## src/hdl/sbfcp_pkg.sv

```systemverilog
`default_nettype none
// ---------------------------------------------------------------------------
// Start-byte frame checksum parser: shared package
// Payload types, status and register codes, controller states and the
// command and status groups that pass between controller and datapath.
// ---------------------------------------------------------------------------
package sbfcp_pkg;

  // Default for the largest frame the block is built for.
  localparam int MAX_FRAME_DEFAULT = 64;
  // The result index is six bits wide, so no frame holds more than this.
  localparam int STORE_LIMIT = 64;
  // Shortest frame: two sync bytes and the checksum byte.
  localparam int MIN_LEN = 3;
  // Width of the frame length register.
  localparam int LEN_W = 7;
  // Reset value of the frame length register.
  localparam int LEN_RESET = 64;

  typedef enum logic [1:0] {
    ST_FRAME_BYTE = 2'd0,
    ST_CKSUM_ERR  = 2'd1,
    ST_NO_FRAME   = 2'd2
  } status_t;

  typedef enum logic [1:0] {
    REG_SYNC_FIRST   = 2'd0,
    REG_SYNC_SECOND  = 2'd1,
    REG_FRAME_LENGTH = 2'd2
  } cfg_reg_t;

  typedef struct packed {
    logic [7:0] rx_byte;
    logic       block_end;
  } in_t;

  typedef struct packed {
    status_t    status;
    logic [7:0] frame_byte;
    logic [5:0] byte_index;
    logic       last;
  } out_t;

  typedef enum logic [3:0] {
    S_HUNT,
    S_SYNC1,
    S_SECOND,
    S_COLLECT,
    S_DONE,
    S_READ,
    S_COMPARE,
    S_EMIT_RD,
    S_EMIT_WR
  } state_t;

  typedef struct packed {
    logic start_frame;
    logic store_second;
    logic store_byte;
    logic rd_check;
    logic rd_emit;
    logic clr_idx;
    logic inc_idx;
    logic load_noframe;
    logic load_cksum;
    logic load_byte;
  } cmd_t;

  typedef struct packed {
    logic eq_first;
    logic eq_second;
    logic frame_full;
    logic sum_match;
    logic last_idx;
    logic out_free;
  } stat_t;

endpackage
`default_nettype wire

```

## src/hdl/sbfcp_datapath.sv

```systemverilog
`default_nettype none
// ---------------------------------------------------------------------------
// Start-byte frame checksum parser: datapath
// Configuration registers, frame store, byte count, running sum, emit
// index and the output register.
// ---------------------------------------------------------------------------
module sbfcp_datapath #(
  parameter int MAX_FRAME = sbfcp_pkg::MAX_FRAME_DEFAULT
) (
  input  wire logic               clk,
  input  wire logic               rst,
  input  wire logic               cfg_valid,
  output logic                    cfg_ready,
  input  wire logic [1:0]         cfg_index,
  input  wire logic [7:0]         cfg_data,
  input  wire logic [7:0]         rx_byte,
  input  wire sbfcp_pkg::cmd_t    cmd,
  output sbfcp_pkg::stat_t        stat,
  input  wire logic               out_stall,
  output logic                    out_valid,
  output sbfcp_pkg::out_t         out_data
);

  localparam int DEPTH = (MAX_FRAME < sbfcp_pkg::STORE_LIMIT) ? MAX_FRAME
                                                               : sbfcp_pkg::STORE_LIMIT;
  localparam int AW    = $clog2(DEPTH);
  localparam int CNT_W = $clog2(DEPTH + 1);
  localparam int LW    = sbfcp_pkg::LEN_W;

  logic [7:0]     sync_first;
  logic [7:0]     sync_second;
  logic [LW-1:0]  frame_length;
  logic [LW-1:0]  len;
  logic [CNT_W-1:0] count;
  logic [CNT_W-1:0] count_next;
  logic             has_room;
  logic [7:0]     sum;
  logic [7:0]     hold;
  logic [AW-1:0]  idx;
  logic [7:0]     store [DEPTH];
  logic [7:0]     rd_data;
  logic           mem_we;
  logic [AW-1:0]  mem_wa;
  logic [7:0]     mem_wd;
  logic           mem_re;
  logic [AW-1:0]  mem_ra;
  logic           out_free;

  assign cfg_ready = 1'b1;

  always_ff @(posedge clk) begin
    if (rst) begin
      sync_first   <= 8'd0;
      sync_second  <= 8'd0;
      frame_length <= LW'(sbfcp_pkg::LEN_RESET);
    end else if (cfg_valid) begin
      case (sbfcp_pkg::cfg_reg_t'(cfg_index))
        sbfcp_pkg::REG_SYNC_FIRST:   sync_first   <= cfg_data;
        sbfcp_pkg::REG_SYNC_SECOND:  sync_second  <= cfg_data;
        sbfcp_pkg::REG_FRAME_LENGTH: frame_length <= cfg_data[LW-1:0];
        default: ;
      endcase
    end
  end

  // Effective frame length, clamped between the shortest frame and what the store can hold.
  always_comb begin
    if (frame_length < LW'(sbfcp_pkg::MIN_LEN)) begin
      len = LW'(sbfcp_pkg::MIN_LEN);
    end else if (frame_length > LW'(DEPTH)) begin
      len = LW'(DEPTH);
    end else begin
      len = frame_length;
    end
  end

  assign has_room   = count < CNT_W'(DEPTH);
  assign count_next = has_room ? count + CNT_W'(1) : count;

  always_ff @(posedge clk) begin
    if (rst) begin
      count <= '0;
      sum   <= 8'd0;
    end else if (cmd.start_frame) begin
      count <= CNT_W'(2);
      sum   <= sync_first + rx_byte;
    end else if (cmd.store_byte) begin
      count <= count_next;
      if (has_room && ((LW'(count) + LW'(1)) < len)) begin
        sum <= sum + rx_byte;
      end
    end
  end

  always_ff @(posedge clk) begin
    if (cmd.start_frame) begin
      hold <= rx_byte;
    end
  end

  always_ff @(posedge clk) begin
    if (rst) begin
      idx <= '0;
    end else if (cmd.clr_idx) begin
      idx <= '0;
    end else if (cmd.inc_idx) begin
      idx <= idx + AW'(1);
    end
  end

  // Frame store: one write port, one registered read port.
  always_comb begin
    mem_we = 1'b0;
    mem_wa = '0;
    mem_wd = rx_byte;
    if (cmd.start_frame) begin
      mem_we = 1'b1;
      mem_wa = '0;
      mem_wd = sync_first;
    end else if (cmd.store_second) begin
      mem_we = 1'b1;
      mem_wa = AW'(1);
      mem_wd = hold;
    end else if (cmd.store_byte && has_room) begin
      mem_we = 1'b1;
      mem_wa = count[AW-1:0];
      mem_wd = rx_byte;
    end
  end

  assign mem_re = cmd.rd_check | cmd.rd_emit;
  assign mem_ra = cmd.rd_check ? AW'(len - LW'(1)) : idx;

  always_ff @(posedge clk) begin
    if (mem_we) begin
      store[mem_wa] <= mem_wd;
    end
  end

  always_ff @(posedge clk) begin
    if (mem_re) begin
      rd_data <= store[mem_ra];
    end
  end

  assign out_free = !out_valid || !out_stall;

  always_comb begin
    stat.eq_first   = rx_byte == sync_first;
    stat.eq_second  = rx_byte == sync_second;
    stat.frame_full = LW'(count_next) >= len;
    stat.sum_match  = rd_data == sum;
    stat.last_idx   = LW'(idx) == (len - LW'(1));
    stat.out_free   = out_free;
  end

  always_ff @(posedge clk) begin
    if (rst) begin
      out_valid <= 1'b0;
    end else if (cmd.load_noframe || cmd.load_cksum || cmd.load_byte) begin
      out_valid <= 1'b1;
    end else if (!out_stall) begin
      out_valid <= 1'b0;
    end
  end

  always_ff @(posedge clk) begin
    if (cmd.load_noframe) begin
      out_data <= '{status: sbfcp_pkg::ST_NO_FRAME, frame_byte: 8'd0,
                    byte_index: 6'd0, last: 1'b1};
    end else if (cmd.load_cksum) begin
      out_data <= '{status: sbfcp_pkg::ST_CKSUM_ERR, frame_byte: 8'd0,
                    byte_index: 6'd0, last: 1'b1};
    end else if (cmd.load_byte) begin
      out_data <= '{status: sbfcp_pkg::ST_FRAME_BYTE, frame_byte: rd_data,
                    byte_index: 6'(idx), last: stat.last_idx};
    end
  end

endmodule
`default_nettype wire

```

## src/hdl/sbfcp_ctrl.sv

```systemverilog
`default_nettype none
// ---------------------------------------------------------------------------
// Start-byte frame checksum parser: controller
// Sync hunt, frame collection, checksum check and frame read-out sequencing.
// ---------------------------------------------------------------------------
module sbfcp_ctrl (
  input  wire logic             clk,
  input  wire logic             rst,
  input  wire logic             in_valid,
  output logic                  in_stall,
  input  wire logic             block_end,
  input  wire sbfcp_pkg::stat_t stat,
  output sbfcp_pkg::cmd_t       cmd
);

  sbfcp_pkg::state_t state;
  sbfcp_pkg::state_t state_next;
  logic              end_pending;
  logic              accepting;
  logic              acc;
  sbfcp_pkg::state_t after_frame;

  always_comb begin
    case (state)
      sbfcp_pkg::S_HUNT, sbfcp_pkg::S_SYNC1,
      sbfcp_pkg::S_COLLECT, sbfcp_pkg::S_DONE: accepting = 1'b1;
      default: accepting = 1'b0;
    endcase
  end

  assign in_stall    = !(accepting && stat.out_free);
  assign acc         = in_valid && !in_stall;
  assign after_frame = end_pending ? sbfcp_pkg::S_HUNT : sbfcp_pkg::S_DONE;

  always_ff @(posedge clk) begin
    if (rst) begin
      state       <= sbfcp_pkg::S_HUNT;
      end_pending <= 1'b0;
    end else begin
      state <= state_next;
      if (state == sbfcp_pkg::S_COLLECT && acc && stat.frame_full) begin
        end_pending <= block_end;
      end
    end
  end

  // Next state.
  always_comb begin
    state_next = state;
    case (state)
      sbfcp_pkg::S_HUNT: begin
        if (acc && !block_end && stat.eq_first) begin
          state_next = sbfcp_pkg::S_SYNC1;
        end
      end
      sbfcp_pkg::S_SYNC1: begin
        if (acc) begin
          if (block_end) begin
            state_next = sbfcp_pkg::S_HUNT;
          end else if (stat.eq_second) begin
            state_next = sbfcp_pkg::S_SECOND;
          end else if (!stat.eq_first) begin
            state_next = sbfcp_pkg::S_HUNT;
          end
        end
      end
      sbfcp_pkg::S_SECOND: state_next = sbfcp_pkg::S_COLLECT;
      sbfcp_pkg::S_COLLECT: begin
        if (acc) begin
          if (stat.frame_full) begin
            state_next = sbfcp_pkg::S_READ;
          end else if (block_end) begin
            state_next = sbfcp_pkg::S_HUNT;
          end
        end
      end
      sbfcp_pkg::S_DONE: begin
        if (acc && block_end) begin
          state_next = sbfcp_pkg::S_HUNT;
        end
      end
      sbfcp_pkg::S_READ: state_next = sbfcp_pkg::S_COMPARE;
      sbfcp_pkg::S_COMPARE: begin
        if (stat.sum_match) begin
          state_next = sbfcp_pkg::S_EMIT_RD;
        end else if (stat.out_free) begin
          state_next = after_frame;
        end
      end
      sbfcp_pkg::S_EMIT_RD: state_next = sbfcp_pkg::S_EMIT_WR;
      sbfcp_pkg::S_EMIT_WR: begin
        if (stat.out_free) begin
          state_next = stat.last_idx ? after_frame : sbfcp_pkg::S_EMIT_RD;
        end
      end
      default: state_next = sbfcp_pkg::S_HUNT;
    endcase
  end

  // Commands to the datapath.
  always_comb begin
    cmd = '0;
    case (state)
      sbfcp_pkg::S_HUNT: begin
        cmd.load_noframe = acc && block_end;
      end
      sbfcp_pkg::S_SYNC1: begin
        cmd.load_noframe = acc && block_end;
        cmd.start_frame  = acc && !block_end && stat.eq_second;
      end
      sbfcp_pkg::S_SECOND: begin
        cmd.store_second = 1'b1;
      end
      sbfcp_pkg::S_COLLECT: begin
        cmd.store_byte   = acc;
        cmd.load_noframe = acc && block_end && !stat.frame_full;
      end
      sbfcp_pkg::S_READ: begin
        cmd.rd_check = 1'b1;
      end
      sbfcp_pkg::S_COMPARE: begin
        cmd.clr_idx    = stat.sum_match;
        cmd.load_cksum = !stat.sum_match && stat.out_free;
      end
      sbfcp_pkg::S_EMIT_RD: begin
        cmd.rd_emit = 1'b1;
      end
      sbfcp_pkg::S_EMIT_WR: begin
        cmd.load_byte = stat.out_free;
        cmd.inc_idx   = stat.out_free && !stat.last_idx;
      end
      default: ;
    endcase
  end

endmodule
`default_nettype wire

```

## src/hdl/start_byte_frame_checksum_parser.sv

```systemverilog
`default_nettype none
// ---------------------------------------------------------------------------
// Start-byte frame checksum parser
// Finds a two-byte sync pair in each receive block, collects a frame of the
// configured length and checks its 8-bit additive checksum.
// ---------------------------------------------------------------------------
// Usage: received bytes enter on the in channel, one transaction per byte,
// with block_end set on the last byte of a receive block. Results leave on
// the out channel: every byte of a good frame in order (last on the final
// byte), one checksum-error transaction for a bad frame, or one no-frame
// transaction when a block ends without a complete frame. Both channels use
// valid and stall; a stall from the receiver holds the output register and,
// once it is full, stalls the input side as well.
// While hunting or collecting, one byte is taken per cycle unless the output
// stalls; after the sync pair the second sync byte is written to the store.
// A no-frame result sits in the output register the cycle after the byte
// that caused it. A completed frame first passes the checksum read and
// compare states, at whose end a checksum-error result is loaded; a good
// frame then has every byte read back through the single registered read
// port of the frame store (a read and a write state each), taking no input.
// The config channel (always ready) sets the sync bytes and the frame length;
// the user must write it only while idle, which the block does not enforce.
// Reset (synchronous, rst high) returns the parser to hunting, restores the
// register defaults and empties the output register; the frame store is not
// cleared and needs no clearing pass.
// ---------------------------------------------------------------------------
module start_byte_frame_checksum_parser #(
  parameter int MAX_FRAME = sbfcp_pkg::MAX_FRAME_DEFAULT
) (
  input  wire logic           clk,
  input  wire logic           rst,
  input  wire logic           in_valid,
  output logic                in_stall,
  input  wire sbfcp_pkg::in_t in_data,
  output logic                out_valid,
  input  wire logic           out_stall,
  output sbfcp_pkg::out_t     out_data,
  input  wire logic           cfg_valid,
  output logic                cfg_ready,
  input  wire logic [1:0]     cfg_index,
  input  wire logic [7:0]     cfg_data
);

  // Command and status groups between the sequencer and the datapath.
  sbfcp_pkg::cmd_t  cmd;
  sbfcp_pkg::stat_t stat;

  // The controller owns the protocol phase and the input handshake.
  sbfcp_ctrl u_ctrl (
    .clk       (clk),
    .rst       (rst),
    .in_valid  (in_valid),
    .in_stall  (in_stall),
    .block_end (in_data.block_end),
    .stat      (stat),
    .cmd       (cmd)
  );

  // The datapath holds the registers, the frame store and the output stage.
  sbfcp_datapath #(
    .MAX_FRAME (MAX_FRAME)
  ) u_datapath (
    .clk       (clk),
    .rst       (rst),
    .cfg_valid (cfg_valid),
    .cfg_ready (cfg_ready),
    .cfg_index (cfg_index),
    .cfg_data  (cfg_data),
    .rx_byte   (in_data.rx_byte),
    .cmd       (cmd),
    .stat      (stat),
    .out_stall (out_stall),
    .out_valid (out_valid),
    .out_data  (out_data)
  );

endmodule
`default_nettype wire
```

## config.mk

```make
export PLATFORM = sky130hd
export DESIGN_NAME = start_byte_frame_checksum_parser
export DESIGN_NICKNAME = d
export VERILOG_FILES = /design/src/hdl/sbfcp_pkg.sv /design/src/hdl/sbfcp_datapath.sv /design/src/hdl/sbfcp_ctrl.sv /design/src/hdl/start_byte_frame_checksum_parser.sv
export SDC_FILE = /design/constraint.sdc
export NUM_CORES = 1
export LEC_CHECK = 0
export CORE_AREA = 2 2 271 193
export CTS_BUF_LIST = sky130_fd_sc_hd__clkbuf_8
export CTS_CLUSTER_SIZE = 8
export DETAILED_ROUTE_END_ITERATION = 6
export DIE_AREA = 0 0 273 195
export DONT_BUFFER_PORTS = 1
export PLACE_DENSITY = 0.67
export SKIP_CTS_REPAIR_TIMING = 1
export SYNTH_ARGS = -nofsm -noshare
export SYNTH_HDL_FRONTEND = slang
export SYNTH_SLANG_ARGS = --single-unit
```

## constraint.sdc

```tcl
create_clock -name clk -period 4.6 [get_ports clk]
set_input_delay 0.92 -clock clk [delete_from_list [all_inputs] [get_ports clk]]
set_output_delay 0.92 -clock clk [all_outputs]
set_load 0.1 [all_outputs]
```

Yosys cells after proc, flatten, opt, wreduce, memory -nomap -nowiden
Memories as Yosys holds them, arrays and structs flattened. A register that Yosys moved wholly into a read port is not among the register bits.
Index checks and enable logic that the tools add are counted.
- flip-flop bits (word level): 75
- memory bits (writable): 512
- input bits: 24
- memories: 1
- add/sub/neg operators: 5
- order comparisons: 5
- equality and inequality tests: 23
- mux-type cells: 49
- bitwise logic cells: 1
- reductions and logical operators: 38
- memories (name ; words ; bits a word ; read ports ; clocked after memory_dff ; write ports ; line ; source):
    u_datapath.store ; 64 ; 8 ; 1 ; 1 ; 1 ; sbfcp_datapath.sv:40 ; logic [7:0] store [DEPTH];
- operator list (kind ; count):
    $mux W4 ; 13
    $mux W8 ; 5
    $pmux W4 S9 ; 1
    $mux W17 ; 2
    $eq A8 B8 Y1 ; 3
    $mux W6 ; 4
    $mux W7 ; 3
    $mux W1 ; 17
    $add A8 B8 Y8 ; 2
    $eq A4 B3 Y1 const B ; 4
    $logic_and A1 B1 Y1 ; 13
    $ne A2 B1 Y1 const B ; 6
    $eq A4 B2 Y1 const B ; 2
    $reduce_and A2 Y1 ; 4
    $reduce_and A8 Y1 ; 1
    $reduce_or A2 Y1 ; 4
    $add A7 B1 Y7 const B ; 1
    $eq A6 B7 Y1 ; 1
    $ge A7 B7 Y1 ; 1
    $gt A7 B7 Y1 const B ; 1
    $logic_not A1 Y1 ; 7
    $lt A7 B2 Y1 const B ; 1
    $lt A7 B7 Y1 ; 1
    $lt A7 B7 Y1 const B ; 1
    other kinds (18) ; 23

Depth between registers and ports, before layout
Gate-level depths: netlist (run 1).
- word-level depth: 12
- depth in mapped cells: 16

Cells and area by module
Synthesis (run 1) repeated with hierarchy kept, for this count alone.
- cells, all modules: 1492
- area, all modules: 24806.3 sq um
- modules (own cells, without submodules) (module ; times used ; cells an instance ; area an instance (sq um)):
    sbfcp_datapath ; 1 ; 1411 ; 24224.5
    sbfcp_ctrl ; 1 ; 81 ; 581.8

Worst setup path after synthesis (run 1)
OpenSTA, ideal clock, no wires.
- kind: reg2reg
- from: register u_datapath.out_valid
- to: memory u_datapath.store[0][0], data pin
- arrival: 4457 ps
- setup slack: -559 ps
- stages on the path, launching flop included: 6
- path buffers: 1
- period minus slack after synthesis: 5159 ps
- cells stage by stage: dfxtp_1 nand2_1 nand4_1 nor4_4 clkbuf_1 o21ai_0
- longest elaborated chain between the ends: 8
- RTL lines (what ; line ; source):
    from (decl) ; sbfcp_datapath.sv:20 ; output logic out_valid,
    from (signal assigned) ; sbfcp_datapath.sv:159 ; out_valid <= 1'b0;
    from (signal assigned) ; sbfcp_datapath.sv:161 ; out_valid <= 1'b1;
    from (signal assigned) ; sbfcp_datapath.sv:163 ; out_valid <= 1'b0;
    $logic_not A1 Y1 ; sbfcp_datapath.sv:146 ; assign out_free = !out_valid || !out_stall;
    $logic_or A1 B1 Y1 ; sbfcp_datapath.sv:146 ;
    $logic_and A1 B1 Y1 ; sbfcp_ctrl.sv:31 ; assign in_stall = !(accepting && stat.out_free);
    $logic_and A1 B1 Y1 ; sbfcp_ctrl.sv:32 ; assign acc = in_valid && !in_stall;
    $logic_and A1 B1 Y1 (2 in a row) ; sbfcp_ctrl.sv:109 ; cmd.start_frame = acc && !block_end && stat.eq_second;
    $mux W1 ; sbfcp_ctrl.sv:103 ; case (state)
    $mux W8 ; sbfcp_datapath.sv:116 ; if (cmd.start_frame) begin
    net u_datapath.mem_wd[0] ; sbfcp_datapath.sv:44 ; logic [7:0] mem_wd;
    to (decl) ; sbfcp_datapath.sv:40 ;
The timed path passes the listed nets, and every way through them passes these cells.

Worst setup path after layout (run 1)
- from: register u_ctrl.state[2]
- to: register u_datapath.rd_data[2], read port of u_datapath.store, data pin
- longest elaborated chain between the ends: 3
- elaborated cells between the ends (all ways): 6
- those cells by class: 2 x eq/ne; 3 x mux; 1 x bitwise
- RTL lines (what ; line ; source):
    from (decl) ; sbfcp_ctrl.sv:16 ; sbfcp_pkg::state_t state;
    from (signal assigned) ; sbfcp_ctrl.sv:37 ; state <= sbfcp_pkg::S_HUNT;
    from (signal assigned) ; sbfcp_ctrl.sv:40 ; state <= state_next;
    $eq A4 B3 Y1 ; sbfcp_ctrl.sv:103 ;
    $mux W1 ; sbfcp_ctrl.sv:103 ;
    $mux W6 or $or A1 B1 Y1 (tied branches) ; sbfcp_datapath.sv:132, sbfcp_datapath.sv:131 ;
    to (decl) ; sbfcp_datapath.sv:41 ; logic [7:0] rd_data;
Several ways; a longest one is shown, not always the timed one.
A chain may end at the register's enable or synchronous reset.

==> results list, run 1 <==
- Growth of design area from synthesis to finish: 11.7%
- Across every metal layer, demand over resource in global routing totals 24.3%.
- Net switching is 21.4% of the power.
- For this configuration, the core starts out at a cell density of 49.6%.
* Reg-to-Reg End: u_datapath.rd_data[2]$_DFFE_PP_
- Horizontal die dimension: 273 µm
* Largest net degree at the start of global routing: 65
* TritonCTS buffer count: 88
- Together, buffers and inverters on the worst path number 1.
- Critical path required time: 5.12 ns
* Avg WL per Cell: 25.5 µm
* Routed wire length: 63.6 mm
- Dominant synthesized flop cell: sky130_fd_sc_hd__edfxtp_1
- The initial antenna violation count was 2.
- Count of non-filler cells in the finished layout: 2,500
- Hold Crit Depth: 1
- Traced cell by cell, the critical path runs through nand4bb_1, a2111oi_2, a21o_1, buf_4, nand2_1, a2111oi_0, nor4_1, nand3_1, a311o_1.
- Max Clock Freq: 252 MHz
- Peak supply drop: 0.241 mV
* Slowest stage delay, CP: 0.71 ns
- Total half-perimeter wirelength after legalization and detailed placement: 41.9 mm
- Measured in cells, the most critical reg-to-reg path has a length of 9.
* Sequential area share after synthesis: 68.7%
- For this block, the initial DRC count from the detailed router was 2,068.
- Once detail routing completed, the nets flagged for antenna violations numbered 0.
- The post-route netlist has 19.2% of its cells at a drive strength greater than 1.
- The core region is 0.0504 mm².
* Portion of total power attributed to combinational logic: 1.9%
- Internal cell power: 0.00780 W
- On the final layout, the worst clock skew is 0.0508 ns.
- In this run the deepest clock path goes through 3 buffers.
- After detailed routing, the number of vias per cell comes to 6.04.
- The number of antenna diodes in the final layout is 0.
- 1st-pass router iterations: 6
- The via count of the first global-routing pass is 14,600.
- Averaged over all synthesized cells, the footprint is 15.1 µm².
- Of the total power, the clock network draws 38.7%.
* Via count: 15,100
- In this run the number of H-tree levels came out at 3.
- Largest area contributor in the synthesized netlist: sky130_fd_sc_hd__edfxtp_1
* Final net count: 1,832
- TritonCTS clock tree: built
- Final core occ: 55.4%
- Register-to-register setup slack: 0.63 ns
- After clock tree synthesis, the clock-pin slew on the worst setup and hold paths is 0.07 ns.
- The cell count after synthesis came out at 1,655.
* Ports placed on the boundary: 44
- Headroom to the max-slew limit came out at 11.7%.
- For this run, design rule violations remaining after detail routing come to 0.
* Total instance count after detailed placement: 2,367
* Leak: 9.61 nW
- The worst path uses 86.4% of the clock period.
- In the synthesized netlist the async set-or-reset flop fraction comes to 0%.
- The path with the worst hold slack has its endpoint at u_datapath.sync_second[3]$_SDFFE_PP0P_.
- The number of different library cells used by synthesis comes to 80.
- CP startpoint kind: register
- Leading cell type by number of instances after synthesis: sky130_fd_sc_hd__edfxtp_1
* Category of the worst setup path capture point: register
- WS Path Type: reg2reg
- The worst hold path begins at rst.
- Count of fill cells added during filler insertion: 4,051
* Maxcap violations: 0
- Vertical die dimension: 195 µm
- The first global-routing pass estimated 95.2 mm of wire.
- The synthesized design contains 595 register bits.
- Area share of the largest cell type after synthesis: 63.4%
* Syn Std Cell Area: 0.0250 mm²
- The congestion estimate from routability-driven global placement came to 0.892.
* Clock sink count: 595
- In the final timing run, aggregate negative setup slack is 0 ns.
* Min-Delay Path Class: in2reg
- The number of max-slew violations in the final report was 0.
- Final count of hold timing violations: 0
* Warnings from Yosys: 0
- STA puts the critical path data arrival time at 4.50 ns.
* Final setup fails: 0
- At the pin with the least slew margin, the transition time is 1.32 ns.
- Die outline area: 0.0532 mm²
- Summed over all nets, the switching power comes to 0.00213 W.
- The floorplan has 69 rows.
- The worst path in the final design needs a cycle of 3.97 ns, including I/O delays and setup.
- In this run, synthesis inferred 528 flip-flops with an integrated enable.
- The completed layout was analyzed and its total power is 0.00993 W.
- # port buffers: 0
- At the later pin of the worst-skew pair, clock insertion delay measures 0.69 ns.
- Sequential power share: 59.4%
- Most frequent cells after synthesis: sky130_fd_sc_hd__edfxtp_1 (528), sky130_fd_sc_hd__nand2_1 (165), sky130_fd_sc_hd__nor2_1 (157), sky130_fd_sc_hd__nand3_1 (106), sky130_fd_sc_hd__mux4_2 (90)
- Top area cells in the synthesized netlist: sky130_fd_sc_hd__edfxtp_1 (63%), sky130_fd_sc_hd__mux4_2 (8.1%), sky130_fd_sc_hd__dfxtp_1 (5.4%)
* Outcome: finished, final reports clean
- Setup repair after global routing left no endpoint under its margin.
- Crit-path leading delay family: compound AO/OA/AOI/OAI gates
- Root buffer cell: sky130_fd_sc_hd__clkbuf_8
* Leftover overflow at the end of global routing: 0
* Power density cells: 355 mW/mm²
- Mapped Nets: 1,704
- The slowest stage of the critical path is the sky130_fd_sc_hd__a21o_1 cell.
- Critical path fanouts, max: 14
* Reg2Reg Launch Point: u_ctrl.state[2]$_SDFFE_PP0P_
[per-layer routing]
layer	routed length [µm]	global-route usage [%]	vias up
met5	13	0	-
met4	1250	6.52	2
met3	7060	6.84	104
met2	27300	34.2	794
met1	28000	37.0	7599
li1	-	-	6601
[power groups by stage]
stage / Sequential, W / Combinational, W / Clock [W]
finish: 0.00590 / 0.000191 / 0.00384
global route: 0.00590 / 0.000206 / 0.00413
CTS: 0.00590 / 0.000190 / 0.00390
detailed placement: 0.00601 / 0.000190 / 0
global placement: 0.00601 / 0.000182 / 0
floorplan: 0.00602 / 0.000112 / 0
[sequential cells by signal, indices dropped and copies added, names as in the netlist]
register / flops
u_datapath.store: 512
u_datapath.out_data: 17
u_datapath.hold: 8
u_datapath.rd_data: 8
u_datapath.sum: 8
u_datapath.sync_first: 8
u_datapath.sync_second: 8
u_datapath.count: 7
u_datapath.frame_length: 7
u_datapath.idx: 6
u_ctrl.state: 4
u_ctrl.end_pending: 1
u_datapath.out_valid: 1
[kinds of logic after synthesis]
kind of cell / share of synthesized area (%)
mux: 11.0
other cells: 0.0150
buf+inv: 2.34
fa+ha+maj: 1.28
xor+xnor: 1.93
flops: 68.7
simple gates: 9.47
compound gates: 5.18
[per-stage QoR]
stage	hold slack, ns	setup slack (ns)	area (µm²)
floorplan	0.482	-0.559	25000
detailed placement	0.512	0.603	26500
global route	0.274	0.242	27900
finish	0.305	0.626	27900
CTS	0.271	0.651	27900
global placement	0.501	0.641	26500
[area by class of cell]
cell class	instances	area, µm²	share of cell area (%)
flip-flops and latches	595	17200	61.5
repair buffers	128	998	3.57
inverters	19	71.3	0.255
clock inverters	39	189	0.676
clock buffers	94	1290	4.63
well taps	674	843	3.02
multi-input cells	951	7350	26.3
[worst max path at each step]
stage / slack, ns / to / cells after the start / startpoint
floorplan: -0.56 / u_datapath.store[0][0]$_DFFE_PP_ / 5 / u_datapath.out_valid$_SDFFE_PP0P_
finish: 0.63 / u_datapath.rd_data[2]$_DFFE_PP_ / 9 / u_ctrl.state[2]$_SDFFE_PP0P_
detailed placement: 0.60 / u_datapath.sum[7]$_SDFFE_PP0P_ / 14 / in_data[7]
global placement: 0.64 / u_datapath.sum[7]$_SDFFE_PP0P_ / 14 / in_data[7]
CTS: 0.65 / u_datapath.rd_data[2]$_DFFE_PP_ / 11 / u_datapath.frame_length[2]$_SDFFE_PP0P_
global route: 0.24 / u_datapath.rd_data[0]$_DFFE_PP_ / 11 / u_datapath.frame_length[2]$_SDFFE_PP0P_
[layout by cell type, fill, tap and decap left out, types with 26 or more instances in the layout]
cell / count
sky130_fd_sc_hd__nand2_1: 165
sky130_fd_sc_hd__inv_1: 45
sky130_fd_sc_hd__clkbuf_8: 94
sky130_fd_sc_hd__buf_4: 125
sky130_fd_sc_hd__nand3_1: 106
sky130_fd_sc_hd__mux4_2: 90
sky130_fd_sc_hd__xnor2_1: 26
sky130_fd_sc_hd__nor2_1: 157
sky130_fd_sc_hd__xor2_1: 29
sky130_fd_sc_hd__edfxtp_1: 528
sky130_fd_sc_hd__dfxtp_1: 67
sky130_fd_sc_hd__mux2i_1: 70
sky130_fd_sc_hd__a21oi_1: 37
[worst reg2reg max path, stage by stage, from the launching register on]
cell and delay (ns):
sky130_fd_sc_hd__dfxtp_1 0.58, sky130_fd_sc_hd__nand4bb_1 0.51, sky130_fd_sc_hd__a2111oi_2 0.60, sky130_fd_sc_hd__a21o_1 0.71, sky130_fd_sc_hd__buf_4 0.35, sky130_fd_sc_hd__nand2_1 0.08
sky130_fd_sc_hd__a2111oi_0 0.51, sky130_fd_sc_hd__nor4_1 0.11, sky130_fd_sc_hd__nand3_1 0.17, sky130_fd_sc_hd__a311o_1 0.20
Power figures use the tool's default switching activity.
==> inputs of run 2 (changes only) <==
--- a/config.mk
+++ b/config.mk
@@ -6,7 +6,6 @@
 export NUM_CORES = 1
 export LEC_CHECK = 0
 export CORE_AREA = 2 2 271 193
-export CTS_BUF_LIST = sky130_fd_sc_hd__clkbuf_8
 export CTS_CLUSTER_SIZE = 8
 export DETAILED_ROUTE_END_ITERATION = 6
 export DIE_AREA = 0 0 273 195
==> run 2 against run 1 <==
Net effect:
- maximum frequency up 0.87%
- largest cell class unchanged
- largest power group unchanged
- sequential cell count did not move
- worst setup slack gained 0.034 ns
- clock skew down 0.029 ns
- die area is the same
- non-clock buffer count is the same
- sequential share of layout area down 1.8 points
==> results list, run 2 (synthesis results as in run 1) <==
- Summed over all nets, the half-perimeter wirelength after detailed placement is 41.9 mm.
- The setup path with the least slack is of type reg2reg.
- Measured along the x axis, the die boundary spans 273 µm.
- Category of the worst setup path capture point: register
* Growth of design area from synthesis to finish: 15.0%
- The number of clock buffers added by TritonCTS is 84.
- Summed over all layers, the routed wires come to 64.4 mm.
- The via count of the first global-routing pass is 14,700.
* Initial antenna violation count: 0
- Vertical die dimension: 195 µm
* Leak: 9.87 nW
- Summing all flip-flop and latch instances after layout gives 0.0172 mm².
- Critical path required time: 5.15 ns
* Slew at the pin with the worst max-slew slack: 1.32 ns
- The register with the most flip-flops in the layout has 512 of them.
- Share of layout cells above drive strength 1: 19.0%
* Multi-input combinational cell area: 0.00735 mm²
* Min-Delay Path Class: in2reg
* Number of remaining DRC errors: 0
- The run finished with clean final reports.
- GR Util All Layers: 24.5%
- Port buffering added 0 buffers.
* Unrepaired setup endpoints after global routing: false
- Avg WL per Cell: 26.0 µm
- Root buffer cell: sky130_fd_sc_hd__clkbuf_16
* Largest net degree at the start of global routing: 65
- The final hold violation count was 0.
- Worst path arrival time: 4.49 ns
- Cell area after placement: 0.0265 mm²
* Final design instance area without fill: 0.0288 mm²
- Count of non-filler cells in the finished layout: 2,476
- Via density: 6.10
- Maximum buffer depth of the clock tree: 3
* Residual antenna-violating net count after detailed routing: 0
* Ports placed on the boundary: 44
* Count of fill cells added during filler insertion: 3,912
- The clock reaches the later pin of the worst-skew pair after 0.62 ns.
* Total instance count after detailed placement: 2,367
* Worst max-slew margin expressed relative to the limit: 11.4%
* Final setup fails: 0
- Leftover overflow at the end of global routing: 0
* Die outline area: 0.0532 mm²
- Critical path fanouts, max: 12
* Max Clock Freq: 254 MHz
* Final worst path period need: 3.94 ns
- The worst-case IR drop observed on VDD is 0.413 mV.
- CP startpoint kind: register
- The first global-routing pass estimated 96.3 mm of wire.
- The tool flagged a number of max-cap violations equal to 0.
* Hold Crit Depth: 1
* 1st-pass router iterations: 5
- Biggest register: u_datapath.store
- Period utilization: 85.7%
- Setup clock skew after layout: 0.0215 ns
* Final net count: 1,828
- Power density cells: 404 mW/mm²
- CTS built an H-tree with a depth of 3.
- Design Power: 0.0116 W
- Routability-driven placement congestion ratio: 0.892
* Clock sink count: 595
- The initial utilization of the core area, before any placement, comes to 49.6%.
* Biggest regs: u_datapath.store: 512 flops, u_datapath.out_data: 17 flops
- The number of cells on the worst reg-to-reg path is 13.
- After floorplanning, the core was sized to cover 0.0504 mm².
- Via count: 15,100
- Iteration-0 DRC count of the detailed router: 1,885
- Floorplan row count: 69
- Final Max Tran Viols: 0
- Leaving out fill and tap cells, the most frequent cell in the layout is sky130_fd_sc_hd__edfxtp_1.
* Most used cells in the layout excluding fill and tap cells: sky130_fd_sc_hd__edfxtp_1 (528), sky130_fd_sc_hd__nand2_1 (165), sky130_fd_sc_hd__nor2_1 (157)
* Clock transition at the registers of the reported paths: 0.05 ns
* TritonCTS clock tree: built
==> run 2: changes by cell type in the layout (fill, tap and decap cells not counted), sizes merged <==
| cell | before | now |
|---|---|---|
| clkinv | 7 | 4 |
| clkinvlp | 0 | 1 |
| diode | 0 | 1 |
| inv | 51 | 22 |
| clkbuf | 94 | 100 |
==> run 2: worst paths after layout <==
check,slack [ns],start,end
hold reg to reg,0.52,u_datapath.idx[3]$_SDFFE_PP0P_,u_datapath.idx[3]$_SDFFE_PP0P_
setup reg to reg,0.66,u_datapath.count[2]$_SDFFE_PP0P_,u_datapath.out_data[0]$_SDFFE_PP1P_
hold / removal,0.38,rst,u_datapath.sync_first[6]$_SDFFE_PP0P_
setup / recovery,0.66,u_datapath.count[2]$_SDFFE_PP0P_,u_datapath.out_data[0]$_SDFFE_PP1P_
==> run 2: critical path: stages (launching register included) <==
cell and delay [ns]:
sky130_fd_sc_hd__dfxtp_1 0.62, sky130_fd_sc_hd__nand3_1 0.22, sky130_fd_sc_hd__or2_2 0.37, sky130_fd_sc_hd__nor2_1 0.12
sky130_fd_sc_hd__xor2_1 0.21, sky130_fd_sc_hd__ha_1 0.27, sky130_fd_sc_hd__a2111oi_0 0.37, sky130_fd_sc_hd__o21ai_0 0.27
sky130_fd_sc_hd__a21o_1 0.24, sky130_fd_sc_hd__a211oi_1 0.35, sky130_fd_sc_hd__buf_4 0.19, sky130_fd_sc_hd__nand2b_1 0.24
sky130_fd_sc_hd__buf_4 0.26, sky130_fd_sc_hd__o31a_1 0.15
==> run 2: cell type report <==
cell class | count | area share [%]
clock inverter | 8 | 0.530
antenna | 1 | 0.00870
multi-input combinational | 951 | 25.5
tap | 674 | 2.93
inverter | 19 | 0.248
sequential | 595 | 59.8
clock buffer | 100 | 7.51
timing repair buffer | 128 | 3.47
==> run 2: per-stage QoR <==
step           TNS (ns)  utilization (%)  hold WS [ns]  setup slack [ns]
6_report              0             57.1         0.376             0.660
5_1_grt               0             57.1         0.363             0.256
4_1_cts               0             57.1         0.357             0.679
3_5_place_dp          0             52.5         0.512             0.603
3_3_place_gp          0             52.5         0.501             0.641
2_1_floorplan    -71.50                -         0.482            -0.559
==> run 2: report_power, final <==
part / switching [W] / internal [W] / total, W / leakage, nW
logic: 0.000146 / 0.0000454 / 0.000191 / 3.46
registers: 0.00000955 / 0.00590 / 0.00591 / 5.28
clock network: 0.00223 / 0.00330 / 0.00553 / 1.12
total: 0.00239 / 0.00924 / 0.0116 / 9.87
==> run 2: per-layer routing <==
metal  wire length (µm)  share of wire, %  global-route usage, %  up-vias
met5                  0                 0                      0        -
met4               1300               2.0                   6.86        0
met3               6630                10                   6.46      108
met2              27800                43                   34.8      777
met1              28600                44                   37.4     7618
li1                   -                 -                      -     6598
==> inputs of run 3 (changes only) <==
--- a/config.mk
+++ b/config.mk
@@ -5,12 +5,13 @@
 export SDC_FILE = /design/constraint.sdc
 export NUM_CORES = 1
 export LEC_CHECK = 0
-export CORE_AREA = 2 2 271 193
+export CORE_AREA = 2 2 254 181
 export CTS_CLUSTER_SIZE = 8
 export DETAILED_ROUTE_END_ITERATION = 6
-export DIE_AREA = 0 0 273 195
+export DIE_AREA = 0 0 256 183
 export DONT_BUFFER_PORTS = 1
-export PLACE_DENSITY = 0.67
+export PLACE_DENSITY = 0.75
+export RECOVER_POWER = 100
 export SKIP_CTS_REPAIR_TIMING = 1
 export SYNTH_ARGS = -nofsm -noshare
 export SYNTH_HDL_FRONTEND = slang
==> run 3 against run 2 <==
Net effect:
- the flow now finishes with violations (max-capacitance violations, max-slew violations)
- hold slack improved by 0.0060 ns
- clock-buffer cell count increased by 2
- sequential cell count unchanged
==> results list, run 3 (synthesis results as in run 1) <==
- Critical Path, Cell by Cell: nand2b_1, or4_1, nor4_1, buf_12, nand2_1, o21ai_1, buf_4
- Max FFs per register: 512
- The H-tree generated during clock tree synthesis spans 3 levels.
* TritonCTS clock tree: built
- Setup violations remaining at the end of the flow were counted as 0.
* Critical path required time: 5.01 ns
- Derived from the worst setup path, the maximum achievable clock frequency is 236 MHz.
* Floorplan row count: 65
* Count of fill cells added during filler insertion: 3,154
- Setup slack closes at 0.359 ns.
- The detail route stage leaves a number of antenna-violating nets equal to 0.
* Die outline area: 0.0468 mm²
- Min-Delay Path Class: in2reg
* TritonCTS buffer count: 84
- The repair_antennas step left the layout with diodes totalling 0.
- Final Max Tran Viols: 285
* Ports placed on the boundary: 44
- Final count of hold timing violations: 0
- The top cell types in the final layout, fill and taps aside, are sky130_fd_sc_hd__edfxtp_1 (528), sky130_fd_sc_hd__nand2_1 (165), sky130_fd_sc_hd__nor2_1 (158).
* Peak supply drop: 0.525 mV
* Slowest stage delay, CP: 1.33 ns
- The critical path is of the reg2reg type.
- The slowest stage of the critical path belongs to the cell sky130_fd_sc_hd__o21ai_1.
* Critical path buffers and inverters: 2
- Largest net degree at the start of global routing: 65
- Via count: 15,500
- Slew at the pin with the worst max-slew slack: 2.60 ns
* Setup slack at placement: 0.447 ns
- Summed over all cells, the static leakage comes to 9.48 nW.
- Cell area after placement: 0.0263 mm²
- Core ar.: 0.0445 mm²
- Max-cap violations in this run came to 7.
- Initial core utilization: 56.2%
* Horizontal die dimension: 256 µm
- Summed over all layers, the global routing overflow is 0.
- For this run, design rule violations remaining after detail routing come to 0.
- Total half-perimeter wirelength after legalization and detailed placement: 41.1 mm
- Biggest register: u_datapath.store
* Power density cells: 413 mW/mm²
* Final net count: 1,812
- Growth of design area from synthesis to finish: 12.9%
* Source-to-sink clock delay at the later pin of the worst-skew pair: 0.62 ns
- Root buffer cell: sky130_fd_sc_hd__clkbuf_16
* CP startpoint kind: register
- Initial antenna violation count: 2
- Unrepaired setup endpoints after global routing: false
- Clock sink count: 595
* Total Neg Setup Slack: 0 ns
* Worst path arrival time: 4.65 ns
* Biggest regs: u_datapath.store: 512 flops, u_datapath.out_data: 17 flops
* Category of the worst setup path capture point: register
- 1st-pass router iterations: 7
- Global routing used 28.0% of the available tracks across all layers.
- Violated checks: max-capacitance violations, max-slew violations
- Avg WL per Cell: 26.9 µm
- The library cell used most frequently in the layout, excluding fill and tap cells, is sky130_fd_sc_hd__edfxtp_1.
- After clock tree synthesis, the clock-pin slew on the worst setup and hold paths is 0.05 ns.
- Period utilization: 92.2%
* Maximum buffer depth of the clock tree: 3
- In this run the tightest slew margin relative to its limit is -74.5%.
* Share of layout cells above drive strength 1: 14.2%
- Crit-path leading delay family: simple AND/OR/NAND/NOR gates
- The via count of the first global-routing pass is 15,200.
- Routed wire length: 64.4 mm
* Outcome: finished, violations left
- Routability-driven placement congestion ratio: 0.931
* Vertical die dimension: 183 µm
* Via density: 6.47
- Final design instance area without fill: 0.0282 mm²
- The clock arrives with 0.0259 ns of skew.
- First-pass GRT wire length: 97.0 mm
- Critical path fanouts, max: 31
- # port buffers: 0
* Final worst path period need: 4.24 ns
* Iteration-0 DRC count of the detailed router: 2,306
==> run 3: cell types whose count changed in the layout (fill, tap and decap cells not counted), moves of 2 or more <==
| cell | delta |
|---|---|
| sky130_fd_sc_hd__clkbuf_2 | +9 |
| sky130_fd_sc_hd__o21ai_0 | +2 |
| sky130_fd_sc_hd__buf_4 | -93 |
| sky130_fd_sc_hd__o21ai_4 | -7 |
| sky130_fd_sc_hd__clkbuf_1 | +68 |
| sky130_fd_sc_hd__o21ai_2 | +4 |
==> run 3: metrics by stage <==
stage	cells	power, W	util, %	hold slack (ns)
finish	2389	0.0117	63.5	0.382
global route	2389	0.0120	63.5	0.366
CTS	2389	0.0117	64.3	0.363
detailed placement	2280	0.00620	59.0	0.513
global placement	2280	0.00619	59.0	0.501
floorplan	1655	0.00613	-	0.482
==> run 3: area by class of cell <==
| class | instances | area, µm² | area share (%) |
|---|---|---|---|
| clock buffer | 102 | 2190 | 7.76 |
| clock inverter | 7 | 154 | 0.545 |
| inverter | 19 | 71.3 | 0.253 |
| multi-input combinational | 951 | 7270 | 25.7 |
| sequential | 595 | 17200 | 60.9 |
| tap | 603 | 754 | 2.67 |
| timing repair buffer | 112 | 602 | 2.13 |
==> run 3: per-layer routing <==
| metal | vias up | global-route usage (%) | part of all wire (%) |
|---|---|---|---|
| met1 | 7749 | 41.4 | 40 |
| met3 | 144 | 7.37 | 13 |
| met2 | 998 | 41.0 | 44 |
| li1 | 6563 | - | - |
| met5 | - | 0 | 0 |
| met4 | 0 | 8.75 | 2.8 |
==> run 3: power breakdown <==
group	leakage [nW]	switching, W	total [W]	internal (W)
registers	5.28	0.00000944	0.00591	0.00591
clock network	1.13	0.00222	0.00556	0.00333
logic	3.07	0.000142	0.000180	0.0000383
==> run 3: worst paths after layout <==
kind	start	to	slack (ns)	cells after the start
max	u_ctrl.state[0]$_SDFFE_PP0P_	u_datapath.store[36][4]$_DFFE_PP_	0.36	7
min	rst	u_datapath.sync_first[7]$_SDFFE_PP0P_	0.38	1
max reg2reg	u_ctrl.state[0]$_SDFFE_PP0P_	u_datapath.store[36][4]$_DFFE_PP_	0.36	7
min reg2reg	u_datapath.sync_second[3]$_SDFFE_PP0P_	u_datapath.sync_second[3]$_SDFFE_PP0P_	0.52	2
